[src/sv/esr_pkg.sv]
// Shared types, constants and the microcode program of the ellipse span rasterizer.
package esr_pkg;

  // Width of the box side fields on the input channel.
  localparam int SIDE_IN_W   = 7;
  // Most results one rectangle may produce.
  localparam int MAX_RESULTS = 48;

  typedef enum logic [2:0] {
    ST_IDLE,
    ST_SQ_A,
    ST_SQ_B,
    ST_HINIT,
    ST_EINIT,
    ST_WALK,
    ST_FLUSH
  } step_t;

  typedef enum logic [2:0] {
    OP_LOAD,
    OP_SQ_A,
    OP_SQ_B,
    OP_HINIT,
    OP_EINIT,
    OP_WALK,
    OP_FLUSH
  } op_t;

  // Operand pair for the shared multiplier.
  typedef enum logic [1:0] {
    MS_RA,
    MS_RB,
    MS_HALF
  } mul_sel_t;

  typedef enum logic [1:0] {
    JC_NEXT,
    JC_START,
    JC_WALK,
    JC_FLUSH
  } jc_t;

  typedef struct packed {
    op_t      op;
    mul_sel_t mul;
    jc_t      jc;
    step_t    target;
  } ctrl_t;

  typedef struct packed {
    logic start;
    logic walk_go;
    logic hold;
    logic half;
  } seq_stat_t;

  function automatic ctrl_t ucode_rom(step_t s);
    ctrl_t w;
    w = '{op: OP_LOAD, mul: MS_RA, jc: JC_START, target: ST_SQ_A};
    unique case (s)
      ST_IDLE:  w = '{op: OP_LOAD,  mul: MS_RA,   jc: JC_START, target: ST_SQ_A};
      ST_SQ_A:  w = '{op: OP_SQ_A,  mul: MS_RA,   jc: JC_NEXT,  target: ST_SQ_B};
      ST_SQ_B:  w = '{op: OP_SQ_B,  mul: MS_RB,   jc: JC_NEXT,  target: ST_HINIT};
      ST_HINIT: w = '{op: OP_HINIT, mul: MS_HALF, jc: JC_NEXT,  target: ST_EINIT};
      ST_EINIT: w = '{op: OP_EINIT, mul: MS_HALF, jc: JC_NEXT,  target: ST_WALK};
      // The walk loops on itself; on exit it restarts the second half or falls through.
      ST_WALK:  w = '{op: OP_WALK,  mul: MS_HALF, jc: JC_WALK,  target: ST_HINIT};
      ST_FLUSH: w = '{op: OP_FLUSH, mul: MS_HALF, jc: JC_FLUSH, target: ST_IDLE};
      default:  w = '{op: OP_LOAD,  mul: MS_RA,   jc: JC_START, target: ST_SQ_A};
    endcase
    return w;
  endfunction

endpackage

[src/sv/esr_in_if.sv]
// Input channel carrying one bounding rectangle per beat.
interface esr_in_if #(parameter int COORD_BITS = 16);
  logic                                  valid;
  logic                                  ready;
  logic signed [COORD_BITS-1:0]          origin_x;
  logic signed [COORD_BITS-1:0]          origin_y;
  logic        [esr_pkg::SIDE_IN_W-1:0]  box_width;
  logic        [esr_pkg::SIDE_IN_W-1:0]  box_height;

  modport source (output valid, origin_x, origin_y, box_width, box_height, input ready);
  modport sink   (input valid, origin_x, origin_y, box_width, box_height, output ready);
endinterface

[src/sv/esr_out_if.sv]
// Result channel carrying one mirrored ellipse step per beat.
interface esr_out_if #(parameter int COORD_BITS = 16);
  logic                         valid;
  logic                         ready;
  logic signed [COORD_BITS-1:0] left_x;
  logic signed [COORD_BITS-1:0] right_x;
  logic signed [COORD_BITS-1:0] upper_y;
  logic signed [COORD_BITS-1:0] lower_y;
  logic                         last;

  modport source (output valid, left_x, right_x, upper_y, lower_y, last, input ready);
  modport sink   (input valid, left_x, right_x, upper_y, lower_y, last, output ready);
endinterface

[src/sv/ellipse_span_rasterizer_core.sv]
// A nonempty rectangle holds the input until all its results (at most 48) have entered the output register.
// An empty rectangle is taken and dropped, and the input stays ready.
// The squaring and init steps run before the walk, and each result waits in a one-deep stage
// until the next one shows whether it is last.
// The walk loop advances one result per cycle; output stalls hold it in place.
// Reset (synchronous, active low) returns the sequencer to idle and clears all valid flags.
module ellipse_span_rasterizer_core #(
  parameter int MAX_SIDE   = 64,
  parameter int COORD_BITS = 16
) (
  input  logic      clk,
  input  logic      rst_n,
  esr_in_if.sink    in_ch,
  esr_out_if.source out_ch
);
  import esr_pkg::*;

  localparam int SIDE_W = $clog2(MAX_SIDE + 1);
  localparam int AX_W   = SIDE_W - 1;
  localparam int SQ_W   = 2 * AX_W;
  localparam int MUL_W  = SQ_W + AX_W;
  localparam int CNT_W  = $clog2(MAX_RESULTS + 1);
  localparam int OFF_W  = ((AX_W > CNT_W) ? AX_W : CNT_W) + 1;
  localparam int PROD_W = SQ_W + OFF_W + 1;
  localparam int ERR_W  = ((2 * SQ_W > PROD_W) ? 2 * SQ_W : PROD_W) + 4;

  ctrl_t     ctrl;
  seq_stat_t stat;

  esr_seq u_seq (
    .clk   (clk),
    .rst_n (rst_n),
    .stat  (stat),
    .ctrl  (ctrl)
  );

  // Rectangle geometry.
  logic        [AX_W-1:0]       ra_r, rb_r;
  logic        [SQ_W-1:0]       aa_r, bb_r;
  logic signed [COORD_BITS-1:0] xl_r, xr_r, yt_r, yb_r;

  // Walk state; u steps up, v steps down, roles of the axes swap per half.
  logic                         half_r;
  logic        [CNT_W-1:0]      cnt_r;
  logic signed [OFF_W-1:0]      u_r, v_r;
  logic signed [PROD_W-1:0]     bu_r, av_r;
  logic signed [ERR_W-1:0]      err_r;

  // One-deep lookahead stage and output register.
  logic                         pend_v_r;
  logic signed [COORD_BITS-1:0] pend_left_r, pend_right_r, pend_upper_r, pend_lower_r;
  logic                         out_valid_r;
  logic signed [COORD_BITS-1:0] out_left_r, out_right_r, out_upper_r, out_lower_r;
  logic                         out_last_r;

  // Input side decode.
  logic        [SIDE_IN_W-1:0]  w_in, h_in;
  logic        [SIDE_W-1:0]     w_sat, h_sat, wm1, hm1;
  logic        [AX_W-1:0]       ra_in, rb_in;
  logic                         box_empty;

  always_comb begin
    w_in      = in_ch.box_width;
    h_in      = in_ch.box_height;
    box_empty = (w_in == '0) || (h_in == '0);
    w_sat     = (w_in > SIDE_IN_W'(MAX_SIDE)) ? SIDE_W'(MAX_SIDE) : w_in[SIDE_W-1:0];
    h_sat     = (h_in > SIDE_IN_W'(MAX_SIDE)) ? SIDE_W'(MAX_SIDE) : h_in[SIDE_W-1:0];
    wm1       = w_sat - SIDE_W'(1);
    hm1       = h_sat - SIDE_W'(1);
    ra_in     = wm1[SIDE_W-1:1];
    rb_in     = hm1[SIDE_W-1:1];
  end

  // Per-half operand roles.
  logic        [SQ_W-1:0]       a_sel, b_sel;
  logic        [AX_W-1:0]       v0_sel;
  logic        [SQ_W-1:0]       mul_x;
  logic        [AX_W-1:0]       mul_y;
  logic        [MUL_W-1:0]      prod;

  always_comb begin
    a_sel  = half_r ? bb_r : aa_r;
    b_sel  = half_r ? aa_r : bb_r;
    v0_sel = half_r ? ra_r : rb_r;
    case (ctrl.mul)
      MS_RA: begin
        mul_x = {{(SQ_W-AX_W){1'b0}}, ra_r};
        mul_y = ra_r;
      end
      MS_RB: begin
        mul_x = {{(SQ_W-AX_W){1'b0}}, rb_r};
        mul_y = rb_r;
      end
      default: begin
        mul_x = a_sel;
        mul_y = v0_sel;
      end
    endcase
    prod = mul_x * mul_y;
  end

  // Decision variable arithmetic.
  logic signed [ERR_W-1:0]      a_e, b_e, av_e, bu_e, err_corr, err_walk, err_init;
  logic signed [PROD_W-1:0]     a_p, b_p;
  logic                         err_neg;

  always_comb begin
    a_e      = signed'({{(ERR_W-SQ_W){1'b0}}, a_sel});
    b_e      = signed'({{(ERR_W-SQ_W){1'b0}}, b_sel});
    a_p      = signed'({{(PROD_W-SQ_W){1'b0}}, a_sel});
    b_p      = signed'({{(PROD_W-SQ_W){1'b0}}, b_sel});
    av_e     = {{(ERR_W-PROD_W){av_r[PROD_W-1]}}, av_r};
    bu_e     = {{(ERR_W-PROD_W){bu_r[PROD_W-1]}}, bu_r};
    err_neg  = err_r[ERR_W-1];
    // A non-negative error also steps v down, which costs 4A(1 - v).
    err_corr = err_neg ? '0 : ((a_e <<< 2) - (av_e <<< 2));
    err_walk = err_r + err_corr + (bu_e <<< 2) + (b_e <<< 2) + (b_e <<< 1);
    err_init = (b_e <<< 1) + a_e - (av_e <<< 1);
  end

  // Step control.
  logic is_walk, is_flush, out_free, walk_go, hold, walk_adv, flush_push, out_push;

  always_comb begin
    is_walk    = (ctrl.op == OP_WALK);
    is_flush   = (ctrl.op == OP_FLUSH);
    out_free   = !out_valid_r || out_ch.ready;
    walk_go    = !v_r[OFF_W-1] && (bu_r <= av_r) && (cnt_r < CNT_W'(MAX_RESULTS));
    hold       = pend_v_r && !out_free && ((is_walk && walk_go) || is_flush);
    walk_adv   = is_walk && walk_go && !hold;
    flush_push = is_flush && pend_v_r && out_free;
    out_push   = (walk_adv && pend_v_r) || flush_push;
    stat.start   = in_ch.valid && !box_empty;
    stat.walk_go = walk_go;
    stat.hold    = hold;
    stat.half    = half_r;
  end

  // Mirrored coordinates of the current step.
  logic signed [OFF_W-1:0]      dx_sel, dy_sel;
  logic signed [COORD_BITS-1:0] dx_c, dy_c;

  always_comb begin
    dx_sel = half_r ? v_r : u_r;
    dy_sel = half_r ? u_r : v_r;
    dx_c   = {{(COORD_BITS-OFF_W){dx_sel[OFF_W-1]}}, dx_sel};
    dy_c   = {{(COORD_BITS-OFF_W){dy_sel[OFF_W-1]}}, dy_sel};
  end

  always_ff @(posedge clk) begin
    if (!rst_n) begin
      half_r      <= 1'b0;
      cnt_r       <= '0;
      pend_v_r    <= 1'b0;
      out_valid_r <= 1'b0;
    end else begin
      if (ctrl.op == OP_LOAD) begin
        half_r <= 1'b0;
        cnt_r  <= '0;
      end
      if (is_walk && !walk_go) begin
        half_r <= 1'b1;
      end
      if (walk_adv) begin
        cnt_r <= cnt_r + 1'b1;
      end
      if (walk_adv) begin
        pend_v_r <= 1'b1;
      end else if (flush_push) begin
        pend_v_r <= 1'b0;
      end
      if (out_push) begin
        out_valid_r <= 1'b1;
      end else if (out_ch.ready) begin
        out_valid_r <= 1'b0;
      end
    end
  end

  always_ff @(posedge clk) begin
    case (ctrl.op)
      OP_LOAD: begin
        ra_r <= ra_in;
        rb_r <= rb_in;
        xl_r <= in_ch.origin_x + {{(COORD_BITS-AX_W){1'b0}}, ra_in};
        xr_r <= in_ch.origin_x + {{(COORD_BITS-AX_W){1'b0}}, w_sat[SIDE_W-1:1]};
        yb_r <= in_ch.origin_y + {{(COORD_BITS-AX_W){1'b0}}, rb_in};
        yt_r <= in_ch.origin_y + {{(COORD_BITS-AX_W){1'b0}}, h_sat[SIDE_W-1:1]};
      end
      OP_SQ_A: aa_r <= prod[SQ_W-1:0];
      OP_SQ_B: bb_r <= prod[SQ_W-1:0];
      OP_HINIT: begin
        u_r  <= '0;
        v_r  <= signed'({{(OFF_W-AX_W){1'b0}}, v0_sel});
        bu_r <= '0;
        av_r <= signed'({{(PROD_W-MUL_W){1'b0}}, prod});
      end
      OP_EINIT: err_r <= err_init;
      OP_WALK: begin
        if (walk_adv) begin
          pend_left_r  <= xl_r - dx_c;
          pend_right_r <= xr_r + dx_c;
          pend_upper_r <= yt_r + dy_c;
          pend_lower_r <= yb_r - dy_c;
          u_r   <= u_r + OFF_W'(1);
          bu_r  <= bu_r + b_p;
          err_r <= err_walk;
          if (!err_neg) begin
            v_r  <= v_r - OFF_W'(1);
            av_r <= av_r - a_p;
          end
        end
      end
      default: ;
    endcase
    if (out_push) begin
      out_left_r  <= pend_left_r;
      out_right_r <= pend_right_r;
      out_upper_r <= pend_upper_r;
      out_lower_r <= pend_lower_r;
      out_last_r  <= flush_push;
    end
  end

  assign in_ch.ready    = (ctrl.op == OP_LOAD);
  assign out_ch.valid   = out_valid_r;
  assign out_ch.left_x  = out_left_r;
  assign out_ch.right_x = out_right_r;
  assign out_ch.upper_y = out_upper_r;
  assign out_ch.lower_y = out_lower_r;
  assign out_ch.last    = out_last_r;

endmodule

[src/sv/esr_seq.sv]
// Microcode sequencer: step counter, control store and jump logic.
module esr_seq (
  input  logic                clk,
  input  logic                rst_n,
  input  esr_pkg::seq_stat_t  stat,
  output esr_pkg::ctrl_t      ctrl
);
  import esr_pkg::*;

  step_t pc_r;
  step_t pc_nxt;

  always_comb begin
    ctrl = ucode_rom(pc_r);
  end

  always_comb begin
    pc_nxt = pc_r;
    unique case (ctrl.jc)
      JC_NEXT:  pc_nxt = step_t'(pc_r + 3'd1);
      JC_START: pc_nxt = stat.start ? ctrl.target : pc_r;
      JC_WALK: begin
        if (stat.hold || stat.walk_go) begin
          pc_nxt = pc_r;
        end else if (!stat.half) begin
          pc_nxt = ctrl.target;
        end else begin
          pc_nxt = step_t'(pc_r + 3'd1);
        end
      end
      JC_FLUSH: pc_nxt = stat.hold ? pc_r : ctrl.target;
      default:  pc_nxt = ST_IDLE;
    endcase
  end

  always_ff @(posedge clk) begin
    if (!rst_n) begin
      pc_r <= ST_IDLE;
    end else begin
      pc_r <= pc_nxt;
    end
  end

endmodule

[src/flat_wrapper.sv]
// flat-port wrapper written by rule: the top's interface ports become plain ports
module ellipse_span_rasterizer_core_flat import esr_pkg::*;
#(
  parameter int MAX_SIDE   = 64,
  parameter int COORD_BITS = 16
)
  (clk, rst_n, in_ch_valid, in_ch_origin_x, in_ch_origin_y, in_ch_box_width, in_ch_box_height, in_ch_ready, out_ch_valid, out_ch_left_x, out_ch_right_x, out_ch_upper_y, out_ch_lower_y, out_ch_last, out_ch_ready);
  esr_in_if #(.COORD_BITS(COORD_BITS)) in_ch_i ();
  esr_out_if #(.COORD_BITS(COORD_BITS)) out_ch_i ();
  input  logic clk;
  input  logic rst_n;
  input wire logic [$bits(in_ch_i.valid)-1:0] in_ch_valid;
  input wire logic [$bits(in_ch_i.origin_x)-1:0] in_ch_origin_x;
  input wire logic [$bits(in_ch_i.origin_y)-1:0] in_ch_origin_y;
  input wire logic [$bits(in_ch_i.box_width)-1:0] in_ch_box_width;
  input wire logic [$bits(in_ch_i.box_height)-1:0] in_ch_box_height;
  output wire logic [$bits(in_ch_i.ready)-1:0] in_ch_ready;
  output wire logic [$bits(out_ch_i.valid)-1:0] out_ch_valid;
  output wire logic [$bits(out_ch_i.left_x)-1:0] out_ch_left_x;
  output wire logic [$bits(out_ch_i.right_x)-1:0] out_ch_right_x;
  output wire logic [$bits(out_ch_i.upper_y)-1:0] out_ch_upper_y;
  output wire logic [$bits(out_ch_i.lower_y)-1:0] out_ch_lower_y;
  output wire logic [$bits(out_ch_i.last)-1:0] out_ch_last;
  input wire logic [$bits(out_ch_i.ready)-1:0] out_ch_ready;
  assign in_ch_i.valid = in_ch_valid;
  assign in_ch_i.origin_x = in_ch_origin_x;
  assign in_ch_i.origin_y = in_ch_origin_y;
  assign in_ch_i.box_width = in_ch_box_width;
  assign in_ch_i.box_height = in_ch_box_height;
  assign in_ch_ready = in_ch_i.ready;
  assign out_ch_valid = out_ch_i.valid;
  assign out_ch_left_x = out_ch_i.left_x;
  assign out_ch_right_x = out_ch_i.right_x;
  assign out_ch_upper_y = out_ch_i.upper_y;
  assign out_ch_lower_y = out_ch_i.lower_y;
  assign out_ch_last = out_ch_i.last;
  assign out_ch_i.ready = out_ch_ready;
  ellipse_span_rasterizer_core #(.MAX_SIDE(MAX_SIDE), .COORD_BITS(COORD_BITS)) u_core (.clk(clk), .rst_n(rst_n), .in_ch(in_ch_i), .out_ch(out_ch_i));
endmodule
[config.mk]
export PLATFORM = sky130hd
export DESIGN_NAME = ellipse_span_rasterizer_core_flat
export DESIGN_NICKNAME = d
export VERILOG_FILES = /design/src/sv/esr_pkg.sv /design/src/sv/esr_in_if.sv /design/src/sv/esr_out_if.sv /design/src/sv/ellipse_span_rasterizer_core.sv /design/src/sv/esr_seq.sv /design/src/flat_wrapper.sv
export SDC_FILE = /design/constraint.sdc
export NUM_CORES = 1
export LEC_CHECK = 0
export BUFFER_PORTS_ARGS = -buffer_cell sky130_fd_sc_hd__buf_4
export CORE_UTILIZATION = 55
export CTS_BUF_LIST = sky130_fd_sc_hd__clkbuf_8
export CTS_CLUSTER_DIAMETER = 80
export CTS_CLUSTER_SIZE = 28
export DETAILED_ROUTE_END_ITERATION = 12
export PLACE_DENSITY = 0.72
export SLEW_MARGIN = 20
export SYNTH_ARGS = -nofsm -noshare
export SYNTH_HDL_FRONTEND = slang
export SYNTH_SLANG_ARGS = --single-unit
[constraint.sdc]
create_clock -name clk -period 7.21 [get_ports clk]
set_clock_uncertainty 0.05 [all_clocks]
set_input_delay 0.3605 -clock clk [delete_from_list [all_inputs] [get_ports clk]]
set_output_delay 0.3605 -clock clk [all_outputs]
set_load 0.01 [all_outputs]
==> impl_metrics.json, run 1 <==
{
  "grt_pass1_wl_mm": 90.9,
  "ys_seq_elements": 322,
  "finalCritPeriodShare": 0.937,
  "via_per_inst": 5.69,
  "hold_class": "in -> reg",
  "vias": 17800,
  "nets": 2925,
  "path_clk_slew_ns": 0.16,
  "crit_buf_inv": 4,
  "dieArea_um2": 45700,
  "place.gp.congestion": 0.908,
  "holdPathEnd": "u_core.yb_r[1]$_DFFE_PP_",
  "cp.required_ns": 7.55,
  "critPathKind": "reg -> reg",
  "design_area_um2": 27000,
  "rows": 77,
  "path_cells": "inv_1, ha_1, or3_1, a21o_1, a21oi_2, mux2i_1, buf_4, or2_2, fa_1, fa_1, fa_1, inv_1, ha_1, a21o_1, a211oi_1, nor2_1, o41ai_1, buf_4, o211ai_1, a31oi_1, xor2_1, mux2i_1",
  "drt-wirelength-per-cell_um": 17.9,
  "netlist_instances": 2385,
  "dr.first_iter.drc_count": 971,
  "fin_ws_ns": 0.457,
  "relSlewSlack": 0.357,
  "holdCritStartpoint": "in_ch_origin_y[1]",
  "synth_nets": 2792,
  "synth.avg_cell_area_um2": 10.3,
  "postPlaceCellArea_um2": 26300,
  "dp_slack_ns": 0.325,
  "worst_pin_slew_ns": 0.952,
  "synthFlopType": "edfxtp_1",
  "arrival_ns": 7.09,
  "syn_area_um2": 24600,
  "max_freq_mhz": 148,
  "dp_cells": 3065,
  "final_cell_count_no_fill": 3122,
  "ios": 117,
  "dp_hpwl_mm": 44.2,
  "crit_family": "adder cells",
  "endpoint_kind": "register",
  "insertedDiodeCount": 0,
  "final.setup.tns_ns": 0,
  "routed_wl_mm": 55.8,
  "crit_fanout": 14,
  "drv_cap": 0,
  "slowest_stage": "a21oi_2",
  "synth_edf_count": 310,
  "portBuffers": 116,
  "first_global_vias": 17700,
  "drt-pass1-iter-count": 6,
  "antenna_left": 0,
  "setup-violations-final": 0,
  "finalMaxSlewViolations": 0,
  "grt_max_degree": 66,
  "worstRegToRegCells": 22,
  "syn2layout_area_growth_pct": 9.72,
  "seq_area_frac_synth": 0.387,
  "rsz0062_at_grt": "no",
  "hold_violations": 0,
  "clock_latency_ns": 0.64,
  "clockBufferDepth": 3,
  "cts.sinks": 322,
  "initial_core_util": 0.557,
  "max_stage_delay_ns": 0.55,
  "grt.total_usage": 0.252,
  "cp_common_cell": "fa_1",
  "worstHoldPathCells": 2,
  "root_buffer": "clkbuf_8",
  "r2r-start": "u_core.u_seq.pc_r[1]$_SDFFE_PN0P_",
  "drive_above_1_share": 0.0870,
  "antenna_found_initial": 0,
  "numCtsBuffers": 21,
  "cts_tree": "built",
  "post-route-min-period_ns": 6.75,
  "die_w_um": 214,
  "core_area_um2": 44200,
  "netlist-cell-type-count": 67,
  "grt-ovfl-total": 0,
  "status": "complete, no violations",
  "cp-start-kind": "register",
  "ys_warn_count": 0,
  "reg2reg_slack_ns": 0.46,
  "htreeDepth": 1,
  "async_flop_share": 0,
  "die_h_um": 214,
  "remaining_drc_errors": 0,
  "post_cts_buffers": 0,
  "worstReg2RegEnd": "u_core.av_r[17]$_DFFE_PP_"
}
## cells by family after synthesis
| group | share of synthesized area |
|---|---|
| muxes | 0.0299 |
| xor gates and xnor gates | 0.0782 |
| DFF | 0.387 |
| adders and majority gates | 0.212 |
| AOI/OAI and AO/OA | 0.119 |
| buffers and inverters | 0.0479 |
| and+or+nand+nor | 0.126 |
## cell usage in the layout (no fill, tap or decap), drive strengths merged, types with 7 or more instances in the layout
cell type,count
a211o,8
a211oi,20
a21o,46
a21oi,136
a31oi,15
and2,9
and3,26
buf,141
clkbuf,21
dfxtp,12
dlygate4sd3,22
edfxtp,310
fa,102
ha,255
inv,267
mux2,14
mux2i,58
nand2,124
nand2b,38
nand3,59
nand3b,9
nand4,15
nor2,211
nor2b,38
nor3,62
nor3b,7
o2111ai,8
o211ai,11
o21a,18
o21ai,99
o21bai,28
o311ai,7
o31ai,14
o41ai,7
or3,24
xnor2,149
xor2,71
## worst max path at each step
stage                                            startpoint                         end  slack (ns)  cells past startpoint
after CTS                        u_core.half_r$_SDFFE_PN0P_  u_core.err_r[27]$_DFFE_PP_        0.23                     22
final                     u_core.u_seq.pc_r[1]$_SDFFE_PN0P_   u_core.av_r[17]$_DFFE_PP_        0.46                     22
after global placement           u_core.half_r$_SDFFE_PN0P_  u_core.err_r[27]$_DFFE_PP_        0.44                     22
after floorplan                  u_core.half_r$_SDFFE_PN0P_  u_core.err_r[27]$_DFFE_PP_        0.76                     28
after detailed placement         u_core.half_r$_SDFFE_PN0P_  u_core.err_r[27]$_DFFE_PP_        0.32                     26
after global routing      u_core.u_seq.pc_r[0]$_SDFFE_PN0P_   u_core.av_r[15]$_DFFE_PP_       0.004                     22
## synthesized netlist by cell type (all sizes together) (8+ instances only)
| library cell | n | share of area |
|---|---|---|
| o21ai | 99 | 0.020 |
| a211o | 8 | 0.0028 |
| clkbuf | 37 | 0.0057 |
| nand3 | 59 | 0.012 |
| fa | 102 | 0.083 |
| dfxtp | 12 | 0.0097 |
| o21a | 18 | 0.0055 |
| a21o | 46 | 0.014 |
| and2 | 9 | 0.0023 |
| o31ai | 14 | 0.0043 |
| and3 | 26 | 0.0066 |
| mux2i | 58 | 0.024 |
| nand2b | 38 | 0.0096 |
| xnor2 | 149 | 0.053 |
| nand3b | 9 | 0.0027 |
| a21oi | 136 | 0.028 |
| o2111ai | 8 | 0.0028 |
| nor3 | 62 | 0.013 |
| nor2b | 38 | 0.0096 |
| nand2 | 124 | 0.019 |
| ha | 255 | 0.13 |
| inv | 259 | 0.039 |
| nor2 | 211 | 0.032 |
| o211ai | 11 | 0.0034 |
| o21bai | 28 | 0.0085 |
| or3 | 24 | 0.0061 |
| edfxtp | 310 | 0.38 |
| nand4 | 15 | 0.0041 |
| xor2 | 71 | 0.025 |
| a211oi | 20 | 0.0063 |
| mux2 | 14 | 0.0064 |
| a31oi | 15 | 0.0038 |
| buf | 16 | 0.0027 |
## worst reg2reg max path, delay by kind of cell, from the launching register on
kind	cells	cell delay (ns)
XOR/XNOR	1	0.17
multiplexers	2	0.24
flip-flops	1	0.40
AO/OA/AOI/OAI	7	2.09
buffers and inverters	4	0.56
AND/OR/NAND/NOR	3	0.84
adder cells (fa/ha/maj)	5	2.18
## layout make-up
type,instances,area [um2]
fillers,3643,17200
multi-input cells,1751,14000
flip-flops and latches,322,9550
repair buffers,163,1280
inverters,259,973
well taps,592,741
clock buffers,21,289
clock inverters,14,224
## through the flow
stage / util / hold WS, ns
6_report: 0.612 / 0.0356
5_1_grt: 0.612 / 0.0183
4_1_cts: 0.611 / 0.00784
3_5_place_dp: 0.594 / 0.355
3_3_place_gp: 0.594 / 0.351
2_1_floorplan: - / 0.350
## state kept, by name, indices dropped and copies added, names as in the netlist, 3 cells and up
name,cells
u_core.aa_r,12
u_core.av_r,20
u_core.bb_r,12
u_core.bu_r,20
u_core.cnt_r,6
u_core.err_r,27
u_core.out_ch.left_x,16
u_core.out_ch.lower_y,16
u_core.out_ch.right_x,16
u_core.out_ch.upper_y,16
u_core.pend_left_r,16
u_core.pend_lower_r,16
u_core.pend_right_r,16
u_core.pend_upper_r,16
u_core.ra_r,6
u_core.rb_r,6
u_core.u_r,7
u_core.u_seq.pc_r,3
u_core.v_r,7
u_core.xl_r,16
u_core.xr_r,16
u_core.yb_r,16
u_core.yt_r,16
## per-layer routing
layer | routed length [um] | track usage | up-vias | part of all wire
li1 | - | - | 8678 | -
met1 | 23700 | 0.317 | 8600 | 0.42
met2 | 28300 | 0.455 | 379 | 0.51
met3 | 2140 | 0.0246 | 94 | 0.038
met4 | 1710 | 0.0805 | 0 | 0.031
met5 | 0 | 0 | - | 0
## what timing repair did
action / CTS / global route
endpoints found under the setup margin: 0 / 6
hold buffers: 22 / 0
hold endpoints to repair: 37 / 0
gates resized for setup: 0 / 8
Power of run 1 is not shown: default switching activity piles up to over one toggle a cycle in this logic, so the estimate is an artifact.
==> run 2: changes to the inputs <==
--- a/config.mk
+++ b/config.mk
@@ -9,8 +9,8 @@
 export CORE_UTILIZATION = 55
 export CTS_BUF_LIST = sky130_fd_sc_hd__clkbuf_8
 export CTS_CLUSTER_DIAMETER = 80
-export CTS_CLUSTER_SIZE = 28
 export DETAILED_ROUTE_END_ITERATION = 12
+export GPL_TIMING_DRIVEN = 0
 export PLACE_DENSITY = 0.72
 export SLEW_MARGIN = 20
 export SYNTH_ARGS = -nofsm -noshare
==> run 2 against run 1 <==
Die area is the same. Utilization grew 1.8 points. Final area grew 2.9%. Critical path depth grew 1. Register-to-register slack lost 0.13 ns. Global-route usage grew 1.4 points. Setup slack lost 0.13 ns. Non-clock buffer count grew 31. First-iteration DRC count grew 10%. Critical endpoint is now u_core.err_r[27]$_DFFE_PP_.
==> impl_metrics.json, run 2 (synthesis gave the netlist of run 1 again) <==
{
  "layout_common_cells": "edfxtp_1, inv_1, ha_1",
  "antenna_found_initial": 0,
  "place.gp.congestion": 0.936,
  "critPathKind": "reg -> reg",
  "reg.largest.list": "u_core.err_r: 27 flops, u_core.av_r: 20 flops, u_core.bu_r: 20 flops",
  "final_common_cell": "edfxtp_1",
  "worst_pin_slew_ns": 1.13,
  "finalCritPeriodShare": 0.955,
  "cp-start-kind": "register",
  "grt_pass1_wl_mm": 94.0,
  "drt-wirelength-per-cell_um": 18.5,
  "clockBufferDepth": 3,
  "path_cells": "buf_8, mux2i_1, inv_1, ha_1, clkbuf_1, and3_1, nand2_1, a211oi_2, o31ai_1, a2111oi_1, mux2_2, fa_1, ha_1, ha_1, ha_1, a21o_1, a21o_1, a21oi_1, nor3b_2, a211oi_1, o31ai_1, nand3_1, a32o_1",
  "via_per_inst": 5.74,
  "multi_input_area_um2": 14100,
  "remaining_drc_errors": 0,
  "max_stage_delay_ns": 0.55,
  "syn2layout_area_growth_pct": 12.9,
  "grt-ovfl-total": 0,
  "status": "complete, no violations",
  "max_freq_mhz": 145,
  "slowest_stage": "a2111oi_1",
  "vias": 18500,
  "dp_hpwl_mm": 46.3,
  "drt-pass1-iter-count": 5,
  "seq_area_um2": 9550,
  "cp.required_ns": 7.57,
  "arrival_ns": 7.25,
  "die_w_um": 214,
  "wirelength_met1_mm": 25.0,
  "regMostFlops": "u_core.err_r",
  "crit_fanout": 10,
  "drive_above_1_share": 0.101,
  "fin_ws_ns": 0.325,
  "antenna_left": 0,
  "path_clk_slew_ns": 0.07,
  "routed_wl_mm": 59.5,
  "endpoint_kind": "register",
  "numCtsBuffers": 56,
  "grt_max_degree": 56,
  "post-route-min-period_ns": 6.88,
  "crit_start": "u_core.half_r$_SDFFE_PN0P_",
  "htreeDepth": 2,
  "dr_wl_met3_mm": 3.01,
  "cts.sinks": 322,
  "whs_ns": 0.0673,
  "ios": 117,
  "portBuffers": 110,
  "top_layer_used": "met4",
  "dieArea_um2": 45700,
  "insertedDiodeCount": 0,
  "grt.total_usage": 0.266,
  "holdCritStartpoint": "in_ch_origin_x[1]",
  "core_area_um2": 44200,
  "postPlaceCellArea_um2": 26400,
  "hold_class": "in -> reg",
  "root_buffer": "clkbuf_8",
  "setup-violations-final": 0,
  "crit_buf_inv": 3,
  "drv_cap": 0,
  "initial_core_util": 0.557,
  "design_area_um2": 27800,
  "cp_common_cell": "ha_1",
  "dp_slack_ns": -0.558,
  "crit_family": "compound AO/OA/AOI/OAI gates",
  "cts_tree": "built",
  "r2r-start": "u_core.half_r$_SDFFE_PN0P_",
  "die_h_um": 214,
  "wl_met2_mm": 29.2,
  "fillers": 3511,
  "relSlewSlack": 0.249,
  "nets": 2991,
  "dr.first_iter.drc_count": 1068,
  "hold_violations": 0,
  "first_global_vias": 18400,
  "finalMaxSlewViolations": 0,
  "largest_reg_flops": 27,
  "rows": 77,
  "clock_latency_ns": 0.66
}
run 2: cell types whose count changed in the layout (fill, tap and decap cells not counted), moves of 9 or more:
cell | previous run | this run
inv_1 | 258 | 269
clkbuf_1 | 0 | 32
buf_1 | 0 | 10
clkinv_2 | 3 | 12
clkbuf_8 | 21 | 56
buf_4 | 141 | 117
clkinv_1 | 0 | 12
run 2: cell type report:
| cell class | instances | share of cell area |
|---|---|---|
| Timing Repair Buffer | 142 | 0.0428 |
| Inverter | 259 | 0.0351 |
| Buffer | 52 | 0.00791 |
| Tap cell | 592 | 0.0266 |
| Sequential cell | 322 | 0.343 |
| Multi-Input combinational cell | 1751 | 0.505 |
| Clock inverter | 45 | 0.0115 |
| Clock buffer | 56 | 0.0277 |
run 2: layer usage:
layer	GRT usage	up-vias
met4	0.117	0
met5	0	-
met1	0.332	8939
met3	0.0331	134
met2	0.462	548
li1	-	8853
run 2: timing repair:
action / in CTS / in global routing
pin swaps: 1 / 3
endpoints found under the hold margin: 29 / 0
setup buffers: 0 / 6
gates resized for setup: 9 / 23
endpoints found under the setup margin: 19 / 13
hold buffers: 19 / 0
run 2: worst paths after layout:
path | end | slack (ns) | depth (start not counted)
worst max-delay path | u_core.err_r[27]$_DFFE_PP_ | 0.33 | 23
worst min-delay path | u_core.xl_r[1]$_DFFE_PP_ | 0.07 | 2
worst max register to register | u_core.err_r[27]$_DFFE_PP_ | 0.33 | 23
worst min register to register | u_core.out_ch.lower_y[12]$_DFFE_PP_ | 0.36 | 0
run 2: stage by stage:
step                 util  setup TNS [ns]  instances
global placement    0.593          -34.20       3087
finish              0.629               0       3219
global route        0.629        -0.00951       3219
floorplan               -               0       2385
detailed placement  0.597           -4.44       3094
CTS                 0.626               0       3213
Power of run 2 is left out for the same reason.
==> run 3: changes to the inputs <==
--- a/config.mk
+++ b/config.mk
@@ -11,6 +11,7 @@
 export CTS_CLUSTER_DIAMETER = 80
 export DETAILED_ROUTE_END_ITERATION = 12
 export GPL_TIMING_DRIVEN = 0
+export HOLD_SLACK_MARGIN = 0.12
 export PLACE_DENSITY = 0.72
 export SLEW_MARGIN = 20
 export SYNTH_ARGS = -nofsm -noshare
==> run 3 against run 2 <==
Fmax shrank 0.58%. Non-clock buffer count grew 14. Setup slack lost 0.040 ns. Largest cell class unchanged. Highest routed layer unchanged.
==> impl_metrics.json, run 3 (synthesis gave the netlist of run 1 again) <==
{
  "grt-ovfl-total": 0,
  "numCtsBuffers": 56,
  "grt_max_degree": 56,
  "remaining_drc_errors": 0,
  "cp.required_ns": 7.57,
  "syn2layout_area_growth_pct": 13.5,
  "status": "complete, no violations",
  "reg.largest.list": "u_core.err_r: 27 flops, u_core.av_r: 20 flops, u_core.bu_r: 20 flops",
  "grt.total_usage": 0.267,
  "htreeDepth": 2,
  "path_clk_slew_ns": 0.06,
  "clock_latency_ns": 0.66,
  "grt_pass1_wl_mm": 94.4,
  "final_common_cell": "edfxtp_1",
  "final.setup.tns_ns": 0,
  "path_cells": "buf_8, mux2i_1, inv_1, ha_1, clkbuf_1, and3_1, nand2_1, a211oi_2, o31ai_1, a2111oi_1, mux2_2, fa_1, ha_1, ha_1, ha_1, a21o_1, a21o_1, a21oi_1, nor3b_2, a211oi_1, o31ai_1, nand3_1, a32o_1",
  "relSlewSlack": 0.241,
  "slowest_stage": "a2111oi_1",
  "hold_class": "in -> reg",
  "cp_common_cell": "ha_1",
  "root_buffer": "clkbuf_8",
  "die_w_um": 214,
  "die_h_um": 214,
  "cts.sinks": 322,
  "dr.first_iter.drc_count": 1188,
  "clockBufferDepth": 3,
  "place.gp.congestion": 0.936,
  "post-route-min-period_ns": 6.92,
  "drv_cap": 0,
  "core_area_um2": 44200,
  "endpoint_kind": "register",
  "via_per_inst": 5.71,
  "multi_input_area_um2": 14100,
  "drive_above_1_share": 0.101,
  "worst_pin_slew_ns": 1.14,
  "hold_violations": 0,
  "critPathKind": "reg -> reg",
  "max_stage_delay_ns": 0.59,
  "finalCritPeriodShare": 0.960,
  "reg2reg_slack_ns": 0.29,
  "max_freq_mhz": 144,
  "dieArea_um2": 45700,
  "seq_area_um2": 9550,
  "vias": 18500,
  "dp_hpwl_mm": 46.3,
  "initial_core_util": 0.557,
  "drt-pass1-iter-count": 7,
  "r2r-start": "u_core.half_r$_SDFFE_PN0P_",
  "ios": 117,
  "crit_start": "u_core.half_r$_SDFFE_PN0P_",
  "crit_fanout": 10,
  "rows": 77,
  "arrival_ns": 7.29,
  "cp-start-kind": "register",
  "routed_wl_mm": 59.7,
  "portBuffers": 110,
  "first_global_vias": 18500,
  "nets": 3005,
  "drt-wirelength-per-cell_um": 18.5,
  "holdCritStartpoint": "in_ch_origin_x[5]",
  "cts_tree": "built",
  "antenna_found_initial": 0,
  "regMostFlops": "u_core.err_r",
  "fillers": 3506,
  "antenna_left": 0,
  "finalMaxSlewViolations": 0,
  "layout_common_cells": "edfxtp_1, inv_1, ha_1",
  "largest_reg_flops": 27,
  "insertedDiodeCount": 0,
  "setup-violations-final": 0
}
## run 3: changes by cell type in the layout (fill, tap and decap cells not counted)
cell / before / now
dlygate4sd3_1: 19 / 33
## run 3: path summary, 6_finish.rpt
| kind | end | cells after the start |
|---|---|---|
| max | u_core.err_r[27]$_DFFE_PP_ | 23 |
| min | u_core.xr_r[5]$_DFFE_PP_ | 3 |
| max reg2reg | u_core.err_r[27]$_DFFE_PP_ | 23 |
| min reg2reg | u_core.out_ch.lower_y[12]$_DFFE_PP_ | 0 |
## run 3: stage by stage
stage                     instance area (um2)  utilization  hold WS (ns)  instances  setup WS (ns)
after floorplan                         24600            -         0.350       2385          0.759
after global placement                  26200        0.593         0.351       3087         -0.494
after detailed placement                26400        0.597         0.355       3094         -0.558
after CTS                               27800        0.630         0.123       3227         0.0430
after global routing                    28000        0.633         0.163       3233       -0.00951
final                                   28000        0.633         0.162       3233          0.285
## run 3: critical path: cells and delay by family (launching register included)
kind	cells	cell delay (ns)
AO/OA/AOI/OAI	9	2.32
adder cells (fa/ha/maj)	5	1.64
buffers and inverters	3	0.62
flip-flops	1	0.43
multiplexers	2	0.86
AND/OR/NAND/NOR	4	0.75
## run 3: cell type report
cell class / count / share of cell area
Buffer: 52 / 0.00787
Clock inverter: 45 / 0.0114
Inverter: 259 / 0.0349
Tap cell: 592 / 0.0265
Multi-Input combinational cell: 1751 / 0.503
Sequential cell: 322 / 0.341
Clock buffer: 56 / 0.0275
Timing Repair Buffer: 156 / 0.0476
## run 3: timing repair
| item | in CTS | in global routing |
|---|---|---|
| endpoints found under the setup margin | 19 | 13 |
| buffers inserted | 0 | 6 |
| pin swaps | 1 | 3 |
| hold buffers | 33 | 0 |
| gates resized for setup | 9 | 23 |
| endpoints found under the hold margin | 52 | 0 |
## run 3: metal layers
| metal | track usage | share of wire | up-vias |
|---|---|---|---|
| met5 | 0 | 0 | - |
| met4 | 0.116 | 0.039 | 0 |
| met3 | 0.0331 | 0.050 | 135 |
| met2 | 0.465 | 0.49 | 553 |
| met1 | 0.332 | 0.42 | 8906 |
| li1 | - | - | 8876 |
Power of run 3 is left out for the same reason.
